### config.mk
export PLATFORM = sky130hd
export DESIGN_NAME = release_weighted_completion_eval_core_flat
export DESIGN_NICKNAME = d
export VERILOG_FILES = /design/src/rtl/rwce_pkg.sv /design/src/rtl/rwce_if.sv /design/src/rtl/rwce_ctrl.sv /design/src/rtl/rwce_dpath.sv /design/src/rtl/release_weighted_completion_eval_core.sv /design/src/flat_wrapper.sv
export SDC_FILE = /design/constraint.sdc
export NUM_CORES = 2
export LEC_CHECK = 0
export CAP_MARGIN = 30
export CORE_MARGIN = 2
export CORE_UTILIZATION = 69
export DETAILED_ROUTE_END_ITERATION = 8
export DONT_BUFFER_PORTS = 1
export PLACE_DENSITY = 0.85
export SLEW_MARGIN = 10
export SYNTH_ARGS = -nofsm -noshare
export SYNTH_HDL_FRONTEND = slang
export SYNTH_SLANG_ARGS = --single-unit
export TNS_END_PERCENT = 30
### constraint.sdc
create_clock -name clk_i -period 10.5 [get_ports clk_i]
set_clock_uncertainty 0.1 [all_clocks]
set_input_delay 2.1 -clock clk_i [delete_from_list [all_inputs] [get_ports clk_i]]
set_output_delay 2.1 -clock clk_i [all_outputs]
set_load 0.01 [all_outputs]
### src/rtl/rwce_pkg.sv
// Shared types and constants for the release-weighted completion evaluator.
// No dependencies; every other file of the block refers to it by scoped names.
package rwce_pkg;

  localparam int MaxJobs = 63;   // highest job number held in the table
  localparam int TimeW   = 16;   // release, duration and weight width
  localparam int JobW    = 6;
  localparam int MaskW   = 64;
  localparam int PendW   = MaskW - 1;   // jobs 1..63, bit 0 of the mask dropped
  localparam int StartW  = 22;
  localparam int FinW    = 23;
  localparam int TotW    = 22;
  localparam int WtdW    = 44;
  localparam int RunCW   = 23;   // running completion register
  localparam int RunWW   = 45;   // running weighted sum register
  localparam int StW     = RunCW;        // max of release and running completion
  localparam int FinCW   = RunCW + 1;    // start plus duration before wrapping
  localparam int ProdW   = TimeW + RunCW;
  localparam int MemW    = 3 * TimeW;
  localparam int MemDepth = 1 << JobW;

  typedef enum logic [1:0] {
    OP_LOAD   = 2'd0,
    OP_START  = 2'd1,
    OP_APPEND = 2'd2,
    OP_LIST   = 2'd3
  } op_e;

  typedef enum logic [1:0] {
    KIND_ACK    = 2'd0,
    KIND_TOTALS = 2'd1,
    KIND_JOB    = 2'd2,
    KIND_NONE   = 2'd3
  } kind_e;

  typedef enum logic [2:0] {
    ST_IDLE,
    ST_SCAN,
    ST_READ,
    ST_CALC,
    ST_MUL,
    ST_ACC,
    ST_EMIT,
    ST_LIST_EMIT
  } state_e;

  // Which result the output register is loaded with.
  typedef enum logic [1:0] {
    RES_ACK,
    RES_APPEND,
    RES_JOB,
    RES_NONE
  } res_e;

  typedef struct packed {
    op_e                operation;
    logic [JobW-1:0]    job_index;
    logic [TimeW-1:0]   release_in;
    logic [TimeW-1:0]   duration_in;
    logic [TimeW-1:0]   weight_in;
    logic [MaskW-1:0]   done_mask;
  } in_item_t;

  typedef struct packed {
    kind_e              kind;
    logic [JobW-1:0]    job_out;
    logic [StartW-1:0]  start_time;
    logic [FinW-1:0]    finish_time;
    logic [TotW-1:0]    completion_total;
    logic [WtdW-1:0]    weighted_total;
    logic               all_done;
    logic               last;
  } out_item_t;

  // Controller to datapath.
  typedef struct packed {
    logic accept;    // input beat taken this cycle
    logic mem_rd;    // read the job table at the current index
    logic calc_en;   // register start/finish, advance running completion
    logic mul_en;    // register weight times running completion
    logic acc_en;    // add product into running weighted sum
    logic out_ld;    // load output register
    res_e res;       // what to load
    logic adv;       // drop current pending bit, step index
  } dp_cmd_t;

  // Datapath to controller.
  typedef struct packed {
    op_e  in_op;
    logic in_job_ok;
    logic in_pend_none;
    op_e  op;
    logic pend_cur;
    logic last_pend;
    logic out_free;
  } dp_stat_t;

endpackage

### src/rtl/rwce_if.sv
// Valid/ready channel interfaces of the evaluator: item input, result output
// and job count configuration. Payload types come from rwce_pkg.
interface rwce_in_if;
  logic               valid;
  logic               ready;
  rwce_pkg::in_item_t item;
  modport source (output valid, output item, input ready);
  modport sink   (input valid, input item, output ready);
endinterface

interface rwce_out_if;
  logic                valid;
  logic                ready;
  rwce_pkg::out_item_t item;
  modport source (output valid, output item, input ready);
  modport sink   (input valid, input item, output ready);
endinterface

interface rwce_cfg_if;
  logic                       valid;
  logic                       ready;
  logic [rwce_pkg::JobW-1:0]  job_count;
  modport source (output valid, output job_count, input ready);
  modport sink   (input valid, input job_count, output ready);
endinterface

### src/rtl/rwce_ctrl.sv
// Sequencing state machine of the evaluator.
// Depends on rwce_pkg; drives the datapath through dp_cmd_t, reads dp_stat_t.
module rwce_ctrl (
  input  logic               clk_i,
  input  logic               rst_ni,
  input  logic               in_valid_i,
  output logic               in_ready_o,
  input  rwce_pkg::dp_stat_t stat_i,
  output rwce_pkg::dp_cmd_t  cmd_o
);

  rwce_pkg::state_e state_q, state_d;
  rwce_pkg::res_e   res_q, res_d;

  always_ff @(posedge clk_i or negedge rst_ni) begin
    if (!rst_ni) begin
      state_q <= rwce_pkg::ST_IDLE;
      res_q   <= rwce_pkg::RES_ACK;
    end else begin
      state_q <= state_d;
      res_q   <= res_d;
    end
  end

  always_comb begin
    state_d    = state_q;
    res_d      = res_q;
    in_ready_o = 1'b0;
    cmd_o      = '0;
    cmd_o.res  = res_q;
    unique case (state_q)
      rwce_pkg::ST_IDLE: begin
        in_ready_o = 1'b1;
        if (in_valid_i) begin
          cmd_o.accept = 1'b1;
          unique case (stat_i.in_op)
            rwce_pkg::OP_LOAD, rwce_pkg::OP_START: begin
              res_d   = rwce_pkg::RES_ACK;
              state_d = rwce_pkg::ST_EMIT;
            end
            rwce_pkg::OP_APPEND: begin
              res_d   = rwce_pkg::RES_APPEND;
              state_d = stat_i.in_job_ok ? rwce_pkg::ST_READ : rwce_pkg::ST_EMIT;
            end
            rwce_pkg::OP_LIST: begin
              res_d   = rwce_pkg::RES_NONE;
              state_d = stat_i.in_pend_none ? rwce_pkg::ST_EMIT : rwce_pkg::ST_SCAN;
            end
            default: state_d = rwce_pkg::ST_IDLE;
          endcase
        end
      end
      rwce_pkg::ST_SCAN: begin
        if (stat_i.pend_cur) begin
          state_d = rwce_pkg::ST_READ;
        end else begin
          cmd_o.adv = 1'b1;
        end
      end
      rwce_pkg::ST_READ: begin
        cmd_o.mem_rd = 1'b1;
        state_d = (stat_i.op == rwce_pkg::OP_APPEND) ? rwce_pkg::ST_CALC
                                                     : rwce_pkg::ST_LIST_EMIT;
      end
      rwce_pkg::ST_CALC: begin
        cmd_o.calc_en = 1'b1;
        state_d = rwce_pkg::ST_MUL;
      end
      rwce_pkg::ST_MUL: begin
        cmd_o.mul_en = 1'b1;
        state_d = rwce_pkg::ST_ACC;
      end
      rwce_pkg::ST_ACC: begin
        cmd_o.acc_en = 1'b1;
        state_d = rwce_pkg::ST_EMIT;
      end
      rwce_pkg::ST_EMIT: begin
        if (stat_i.out_free) begin
          cmd_o.out_ld = 1'b1;
          state_d = rwce_pkg::ST_IDLE;
        end
      end
      rwce_pkg::ST_LIST_EMIT: begin
        cmd_o.res = rwce_pkg::RES_JOB;
        if (stat_i.out_free) begin
          cmd_o.out_ld = 1'b1;
          cmd_o.adv    = 1'b1;
          state_d = stat_i.last_pend ? rwce_pkg::ST_IDLE : rwce_pkg::ST_SCAN;
        end
      end
      default: state_d = rwce_pkg::ST_IDLE;
    endcase
  end

endmodule

### src/rtl/rwce_dpath.sv
// Datapath of the evaluator: job table memory, running sums, list walk
// registers and the output register. Depends on rwce_pkg.
module rwce_dpath (
  input  logic                        clk_i,
  input  logic                        rst_ni,
  input  rwce_pkg::in_item_t          in_item_i,
  input  logic                        cfg_valid_i,
  input  logic [rwce_pkg::JobW-1:0]   cfg_job_count_i,
  input  logic                        out_ready_i,
  output logic                        out_valid_o,
  output rwce_pkg::out_item_t         out_item_o,
  input  rwce_pkg::dp_cmd_t           cmd_i,
  output rwce_pkg::dp_stat_t          stat_o
);

  // Job table: release, duration, weight packed in one word.
  logic [rwce_pkg::MemW-1:0]  mem_q [rwce_pkg::MemDepth];
  logic [rwce_pkg::MemW-1:0]  rd_q;

  logic [rwce_pkg::JobW-1:0]  job_count_q;
  logic [rwce_pkg::RunCW-1:0] rc_q;
  logic [rwce_pkg::RunWW-1:0] rw_q;
  logic [rwce_pkg::PendW-1:0] pend_q;
  logic                       out_valid_q;
  rwce_pkg::out_item_t        out_q, out_d;

  rwce_pkg::op_e              op_q;
  logic [rwce_pkg::JobW-1:0]  idx_q;
  logic                       job_ok_q;
  logic                       done_q;
  logic [rwce_pkg::StW-1:0]   st_q;
  logic [rwce_pkg::FinCW-1:0] fin_q;
  logic [rwce_pkg::ProdW-1:0] prod_q;

  logic [rwce_pkg::JobW-1:0]  n_c;
  logic [rwce_pkg::PendW-1:0] want_c;
  logic [rwce_pkg::PendW-1:0] pend_c;
  logic                       in_job_ok_c;
  logic [rwce_pkg::JobW-1:0]  sel_c;
  logic [rwce_pkg::TimeW-1:0] rel_c, dur_c, wgt_c;
  logic [rwce_pkg::StW-1:0]   st_c;
  logic [rwce_pkg::FinCW-1:0] fin_c;

  assign n_c = (job_count_q > rwce_pkg::JobW'(rwce_pkg::MaxJobs))
             ? rwce_pkg::JobW'(rwce_pkg::MaxJobs) : job_count_q;

  always_comb begin
    for (int i = 0; i < rwce_pkg::PendW; i++) begin
      want_c[i] = (rwce_pkg::JobW'(i + 1) <= n_c);
    end
  end

  assign pend_c = ~in_item_i.done_mask[rwce_pkg::MaskW-1:1] & want_c;
  assign in_job_ok_c = (in_item_i.job_index != '0) &&
                       (in_item_i.job_index <= rwce_pkg::JobW'(rwce_pkg::MaxJobs));

  assign sel_c = idx_q - rwce_pkg::JobW'(1);

  assign rel_c = rd_q[3*rwce_pkg::TimeW-1 -: rwce_pkg::TimeW];
  assign dur_c = rd_q[2*rwce_pkg::TimeW-1 -: rwce_pkg::TimeW];
  assign wgt_c = rd_q[rwce_pkg::TimeW-1:0];
  assign st_c  = (rwce_pkg::StW'(rel_c) > rc_q) ? rwce_pkg::StW'(rel_c) : rc_q;
  assign fin_c = rwce_pkg::FinCW'(st_c) + rwce_pkg::FinCW'(dur_c);

  // Table write on a load beat; registered read.
  always_ff @(posedge clk_i) begin
    if (cmd_i.accept && in_item_i.operation == rwce_pkg::OP_LOAD && in_job_ok_c) begin
      mem_q[in_item_i.job_index] <= {in_item_i.release_in, in_item_i.duration_in,
                                     in_item_i.weight_in};
    end
    if (cmd_i.mem_rd) begin
      rd_q <= mem_q[idx_q];
    end
  end

  always_ff @(posedge clk_i or negedge rst_ni) begin
    if (!rst_ni) begin
      job_count_q <= rwce_pkg::JobW'(1);
      rc_q        <= '0;
      rw_q        <= '0;
      pend_q      <= '0;
      out_valid_q <= 1'b0;
    end else begin
      if (cfg_valid_i) begin
        job_count_q <= cfg_job_count_i;
      end
      if (cmd_i.accept && in_item_i.operation == rwce_pkg::OP_START) begin
        rc_q <= '0;
        rw_q <= '0;
      end
      if (cmd_i.calc_en) begin
        rc_q <= fin_c[rwce_pkg::RunCW-1:0];
      end
      if (cmd_i.acc_en) begin
        rw_q <= rw_q + rwce_pkg::RunWW'(prod_q);
      end
      if (cmd_i.accept) begin
        pend_q <= pend_c;
      end else if (cmd_i.adv) begin
        pend_q[sel_c] <= 1'b0;
      end
      if (cmd_i.out_ld) begin
        out_valid_q <= 1'b1;
      end else if (out_ready_i) begin
        out_valid_q <= 1'b0;
      end
    end
  end

  always_ff @(posedge clk_i) begin
    if (cmd_i.accept) begin
      op_q     <= in_item_i.operation;
      idx_q    <= (in_item_i.operation == rwce_pkg::OP_LIST) ? rwce_pkg::JobW'(1)
                                                             : in_item_i.job_index;
      job_ok_q <= in_job_ok_c;
      done_q   <= (in_item_i.done_mask[rwce_pkg::MaskW-1:1] == want_c);
    end else if (cmd_i.adv) begin
      idx_q <= idx_q + rwce_pkg::JobW'(1);
    end
    if (cmd_i.calc_en) begin
      st_q  <= st_c;
      fin_q <= fin_c;
    end
    if (cmd_i.mul_en) begin
      prod_q <= rwce_pkg::ProdW'(wgt_c) * rwce_pkg::ProdW'(rc_q);
    end
    if (cmd_i.out_ld) begin
      out_q <= out_d;
    end
  end

  always_comb begin
    out_d = '0;
    out_d.completion_total = rc_q[rwce_pkg::TotW-1:0];
    out_d.weighted_total   = rw_q[rwce_pkg::WtdW-1:0];
    out_d.last             = 1'b1;
    unique case (cmd_i.res)
      rwce_pkg::RES_ACK: begin
        out_d.kind             = rwce_pkg::KIND_ACK;
        out_d.job_out          = (op_q == rwce_pkg::OP_LOAD) ? idx_q : '0;
        out_d.completion_total = '0;
        out_d.weighted_total   = '0;
      end
      rwce_pkg::RES_APPEND: begin
        out_d.kind = rwce_pkg::KIND_TOTALS;
        if (job_ok_q) begin
          out_d.job_out     = idx_q;
          out_d.start_time  = st_q[rwce_pkg::StartW-1:0];
          out_d.finish_time = fin_q[rwce_pkg::FinW-1:0];
        end
      end
      rwce_pkg::RES_JOB: begin
        out_d.kind        = rwce_pkg::KIND_JOB;
        out_d.job_out     = idx_q;
        out_d.start_time  = st_c[rwce_pkg::StartW-1:0];
        out_d.finish_time = fin_c[rwce_pkg::FinW-1:0];
        out_d.all_done    = done_q;
        out_d.last        = stat_o.last_pend;
      end
      rwce_pkg::RES_NONE: begin
        out_d.kind     = rwce_pkg::KIND_NONE;
        out_d.all_done = done_q;
      end
      default: out_d = '0;
    endcase
  end

  assign stat_o.in_op        = in_item_i.operation;
  assign stat_o.in_job_ok    = in_job_ok_c;
  assign stat_o.in_pend_none = (pend_c == '0);
  assign stat_o.op           = op_q;
  assign stat_o.pend_cur     = pend_q[sel_c];
  assign stat_o.last_pend    = ((pend_q & ~(rwce_pkg::PendW'(1) << sel_c)) == '0);
  assign stat_o.out_free     = !out_valid_q || out_ready_i;

  assign out_valid_o = out_valid_q;
  assign out_item_o  = out_q;

endmodule

### src/rtl/release_weighted_completion_eval_core.sv
// Single-machine schedule evaluator with release times and weighted completion.
// Load fills a 64-entry job table (release, duration, weight; job 1..63), start
// clears the running sums, append schedules one job at the later of its release
// and the running completion and adds weight times its finish to the weighted
// sum, and list reports every job 1..job_count not set in done_mask with its
// earliest start and finish, flagging all_done when the mask covers exactly
// those jobs. One item is worked at a time. Load and start go from the accept
// step straight to the output step; append steps through accept, table read,
// max and add, 16x23 multiply, accumulate and output. List checks and steps
// over each job before the last reported one, and takes each job it reports
// through check, table read and output, since every reported job uses the single
// table read port; a list with nothing pending goes straight to output.
// The output register holds a finished result while the next item is accepted;
// a stalled output stalls only the step that needs to write it. Table entries
// read before being loaded return unspecified values. job_count may be written
// on the configuration channel only while no item is in flight; reset value 1.
// Depends on rwce_pkg, rwce_if, rwce_ctrl and rwce_dpath.
module release_weighted_completion_eval_core (
  input  logic        clk_i,
  input  logic        rst_ni,
  rwce_in_if.sink     in_i,
  rwce_out_if.source  out_o,
  rwce_cfg_if.sink    cfg_i
);

  rwce_pkg::dp_cmd_t  cmd;
  rwce_pkg::dp_stat_t stat;

  // Configuration beats are always taken.
  assign cfg_i.ready = 1'b1;

  // Sequence one item at a time.
  rwce_ctrl u_ctrl (
    .clk_i      (clk_i),
    .rst_ni     (rst_ni),
    .in_valid_i (in_i.valid),
    .in_ready_o (in_i.ready),
    .stat_i     (stat),
    .cmd_o      (cmd)
  );

  // Hold the table, the sums and the output register.
  rwce_dpath u_dpath (
    .clk_i           (clk_i),
    .rst_ni          (rst_ni),
    .in_item_i       (in_i.item),
    .cfg_valid_i     (cfg_i.valid),
    .cfg_job_count_i (cfg_i.job_count),
    .out_ready_i     (out_o.ready),
    .out_valid_o     (out_o.valid),
    .out_item_o      (out_o.item),
    .cmd_i           (cmd),
    .stat_o          (stat)
  );

endmodule
### src/flat_wrapper.sv
// flat-port wrapper written by rule: the top's interface ports become plain ports
module release_weighted_completion_eval_core_flat 
  (clk_i, rst_ni, in_i_valid, in_i_item, in_i_ready, out_o_valid, out_o_item, out_o_ready, cfg_i_valid, cfg_i_job_count, cfg_i_ready);
  rwce_in_if in_i_i ();
  rwce_out_if out_o_i ();
  rwce_cfg_if cfg_i_i ();
  input  logic clk_i;
  input  logic rst_ni;
  input wire logic [$bits(in_i_i.valid)-1:0] in_i_valid;
  input wire logic [$bits(in_i_i.item)-1:0] in_i_item;
  output wire logic [$bits(in_i_i.ready)-1:0] in_i_ready;
  output wire logic [$bits(out_o_i.valid)-1:0] out_o_valid;
  output wire logic [$bits(out_o_i.item)-1:0] out_o_item;
  input wire logic [$bits(out_o_i.ready)-1:0] out_o_ready;
  input wire logic [$bits(cfg_i_i.valid)-1:0] cfg_i_valid;
  input wire logic [$bits(cfg_i_i.job_count)-1:0] cfg_i_job_count;
  output wire logic [$bits(cfg_i_i.ready)-1:0] cfg_i_ready;
  assign in_i_i.valid = in_i_valid;
  assign in_i_i.item = in_i_item;
  assign in_i_ready = in_i_i.ready;
  assign out_o_valid = out_o_i.valid;
  assign out_o_item = out_o_i.item;
  assign out_o_i.ready = out_o_ready;
  assign cfg_i_i.valid = cfg_i_valid;
  assign cfg_i_i.job_count = cfg_i_job_count;
  assign cfg_i_ready = cfg_i_i.ready;
  release_weighted_completion_eval_core u_core (.clk_i(clk_i), .rst_ni(rst_ni), .in_i(in_i_i), .out_o(out_o_i), .cfg_i(cfg_i_i));
endmodule
==> results.toml <==
[outcome]
outcome = "complete, but fails checks"
violations = "design-rule violations"

[place]
dpl-instance-area_sq_um = 154100
hpwlAfterDp_microns = 251900
gp_congestion = 0.9209
port-buffer-count = 0

[yosys]
syn_area_sq_um = 150200
syn_avg_cell_area_sq_um = 19.05
synth_seq_area_share = 0.6906
yosys_warnings = 0
yosys.cell_types.count = 86
synth_edf_count = 3335
ys_ff_latch = 3477
async_flop_share = 0.04084
ys.flop_type = "edfxtp_1"
synthCells = 7881

[drt]
top_layer_used = "met5"
drtPass1Iterations = 8
routed_via_density = 8.001
wire_per_inst_microns = 45.02
drtIter0Drc = 17927
drtAntennaViolNets = 0
wl_met2_microns = 228300
wl_met3_microns = 81580
drc = 46
m1WireLength_microns = 150600
finalWirelength_microns = 505000
vias = 89743

[floorplanning]
pin_count = 255
die_area_sq_um = 221400
die_h_microns = 470.5
start_util = 0.6928
fp.coreArea_sq_um = 216700
die_w_microns = 470.5
rows = 171

[job]
drv_cap = 0

[global_route]
overflow = 0
grt_pass1_vias = 87661
grt_usage = 0.4576
grt_pass1_wl_microns = 696800
grt_max_degree = 147
antenna_found_initial = 48

[power]
seqPwrFrac = 0.538
vdd_ir_drop_max_mv = 0.2153
intPower_mw = 22.31
pwr_density_cell_nw_per_um2 = 170.1
p_clk_frac = 0.457
leakage_nw = 56.06
p_total_mw = 28.24
switching_share = 0.2098
combPwrFrac = 0.005
p_switching_mw = 5.925

[cts]
clk_latency_ns = 1.03
cts-resized-gates = 0
hold_buffers = 0
cts_buffer_depth = 4
postCtsSetupBuffers = 0
cts_tree = "built"
clk_pin_slew_ns = 0.07
cts_buffers = 352
clock-sinks = 3477
root_buffer = "clkbuf_16"
h-tree-depth = 5

[timing]
rsz0062_at_grt = "false"
setup_violations = 0
slew_viol_final = 0
final-hold-violation-count = 0
timing.hold.ws_ns = 0.3911
post-route-period-util = 0.8138
fin_setup_tns_ns = 0
max_freq_ghz = 0.1170
tightest_slew_ns = 1.186
slew_headroom = 0.2065
fin_crit_ns = 8.545

[hold_path]
hp-class = "register to register"

[worst_setup_path]
required_ns = 11.16
cp-start-kind = "register"
path_class = "register to register"
cp_common_cell = "a21o_1"
path_cells = "inv_1, ha_1, a21o_1, a21o_1, a21oi_1, nor2b_1, o21ai_0, a21o_1, mux2_2, ha_1, a21o_1, a21oi_1, o21bai_1, a2111oi_0, o311ai_0, a31oi_1, o21bai_1, nand4_1, xnor2_1, a22o_1"
cpPeakStageDelay_ns = 1.02
critical_path.max_fanout = 18
cp-end-kind = "register"
cp_data_arrival_time_ns = 9.21
crit_slowest_cell = "dfrtp_1"

[layout]
fillers = 10266
syn_to_final_growth_pct = 10.55
final_cell_area_sq_um = 166000
nNetsFinal = 8751
drive_gt1_frac = 0.2184
critical path, delay by kind of cell, from the launching register on:
kind | cells | cell delay (ns)
AO/OA/AOI/OAI | 13 | 4.90
XOR/XNOR | 1 | 0.14
adder cells (fa/ha/maj) | 2 | 0.76
buffers and inverters | 1 | 0.38
flip-flops | 1 | 1.02
multiplexers | 1 | 0.56
AND/OR/NAND/NOR | 2 | 0.41
power groups by stage:
stage               Sequential, mW  Combinational, mW  Clock, mW
finish                        15.2              0.142       12.9
global route                  15.2              0.152       13.3
CTS                           15.2              0.134       12.8
floorplan                     15.5             0.0884          0
global placement              15.5              0.131          0
detailed placement            15.5              0.131          0
cell usage in the layout, fill, tap and decap left out, types with 31 or more instances in the layout:
cell | Yosys | layout
nand2_1 | 485 | 484
inv_1 | 452 | 451
and2_1 | 176 | 176
nor2_4 | 0 | 65
clkinv_2 | 0 | 44
nor3_1 | 32 | 31
nand4_1 | 41 | 41
fa_1 | 294 | 294
nand3_1 | 73 | 73
a21o_1 | 51 | 51
a21oi_1 | 163 | 163
o21ai_0 | 205 | 205
ha_1 | 255 | 253
a22oi_1 | 35 | 35
clkbuf_16 | 0 | 358
clkinv_1 | 3 | 79
xor2_1 | 43 | 43
edfxtp_1 | 3335 | 3335
dfrtp_1 | 141 | 141
bufinv_16 | 0 | 33
nor2_1 | 192 | 127
buf_4 | 8 | 158
conb_1 | 2 | 49
xnor2_1 | 54 | 54
nor2b_1 | 67 | 67
clkbuf_1 | 287 | 66
mux4_2 | 1017 | 1017
layout make-up:
cell class	count	area [sq um]	area share
Sequential cell	3477	103700	0.6247
Multi-Input combinational cell	3579	43630	0.2629
Clock buffer	428	9250	0.05573
Tap cell	2854	3571	0.02151
Timing Repair Buffer	205	2220	0.01337
Clock inverter	193	1842	0.01110
Inverter	456	1717	0.01034
Antenna cell	24	60.06	0.0003618
sequential cells by signal, summed over array words and instances, names as in the netlist:
name and cells:
u_core.u_dpath.out_item_o 121, u_core.u_dpath.job_count_q 6, u_core.u_dpath.out_valid_o 1, u_core.u_dpath.rc_q 23, u_core.u_dpath.idx_q 6, u_core.u_dpath.mem_q 3072, u_core.u_dpath.rw_q 44, u_core.u_dpath.prod_q 39
u_core.u_dpath.fin_q 23, u_core.u_dpath.op_q 2, u_core.u_ctrl.res_q 2, u_core.u_ctrl.state_q 3, u_core.u_dpath.st_q 22, u_core.u_dpath.done_q 1, u_core.u_dpath.job_ok_q 1, u_core.u_dpath.rd_q 48
u_core.u_dpath.pend_q 63
layer usage:
metal  vias up  track usage
met3      2738       0.1664
li1      31421            -
met5         -      0.01319
met4        50       0.2907
met1     44803       0.5745
met2     10731       0.6838
stage by stage:
step / setup slack (ns) / utilization / cells
finish: 1.955 / 0.7659 / 11216
global route: 2.132 / 0.7657 / 11201
floorplan: 2.602 / - / 7928
CTS: 2.677 / 0.7623 / 11158
global placement: 3.096 / 0.7101 / 10527
detailed placement: 2.940 / 0.7111 / 10537
cells by family (layout without fill, tap and decap cells):
group | Yosys count | after routing | synth area share
XOR/XNOR | 98 | 98 | 0.005766
adder cells (fa/ha/maj) | 549 | 549 | 0.06045
other | 2 | 73 | 0.00005002
AO/OA/AOI/OAI | 660 | 660 | 0.02759
flip-flops | 3477 | 3477 | 0.6906
multiplexers | 1056 | 1056 | 0.1553
buffers and inverters | 872 | 1282 | 0.02334
AND/OR/NAND/NOR | 1167 | 1167 | 0.03685
final timing paths:
kind / startpoint / end / slack [ns] / cells after the start
worst max register to register: u_core.u_dpath.rc_q[8]$_DFFE_PN0P_ / u_core.u_dpath.out_item_o[89]$_DFFE_PP_ / 1.95 / 20
worst max-delay path: u_core.u_dpath.rc_q[8]$_DFFE_PN0P_ / u_core.u_dpath.out_item_o[89]$_DFFE_PP_ / 1.95 / 20
worst min register to register: u_core.u_ctrl.res_q[1]$_DFFE_PN0P_ / u_core.u_ctrl.res_q[1]$_DFFE_PN0P_ / 0.39 / 2
min in group asynchronous: rst_ni / u_core.u_dpath.pend_q[10]$_DFFE_PN0P_ / 0.72 / 0
worst min-delay path: u_core.u_ctrl.res_q[1]$_DFFE_PN0P_ / u_core.u_ctrl.res_q[1]$_DFFE_PN0P_ / 0.39 / 2
max in group asynchronous: rst_ni / u_core.u_dpath.rc_q[19]$_DFFE_PN0P_ / 9.25 / 0
cells in the mapped netlist, drive strengths merged, types with 11 or more instances:
cell       n  area [sq um]
nand3     73         365.4
o211ai    14         105.1
mux2i     17         170.2
a21o      51         382.9
ha       255          3191
a31oi     15         93.84
nor2b     67         419.2
nand2    485          1821
buf      128         710.7
nor2     193         727.0
o21ai    212          1061
and2     178          1114
a22o      14         122.6
o21a      24         180.2
nor3      33         170.2
nand4     41         256.5
mux4    1017         22900
nand2b    14         87.58
xor2      43         376.6
a22oi     35         262.8
xnor2     55         489.2
mux2      22         247.7
a211oi    11         82.58
or3       11         73.82
o31ai     26         205.2
nor4      23         143.9
o21bai    21         157.7
dfrtp    141          3528
a21oi    163         815.8
fa       294          5886
inv      453          1700
clkbuf   288          1082
edfxtp  3335        100100
and3      19         118.9
(Power assumes the default switching activity.)
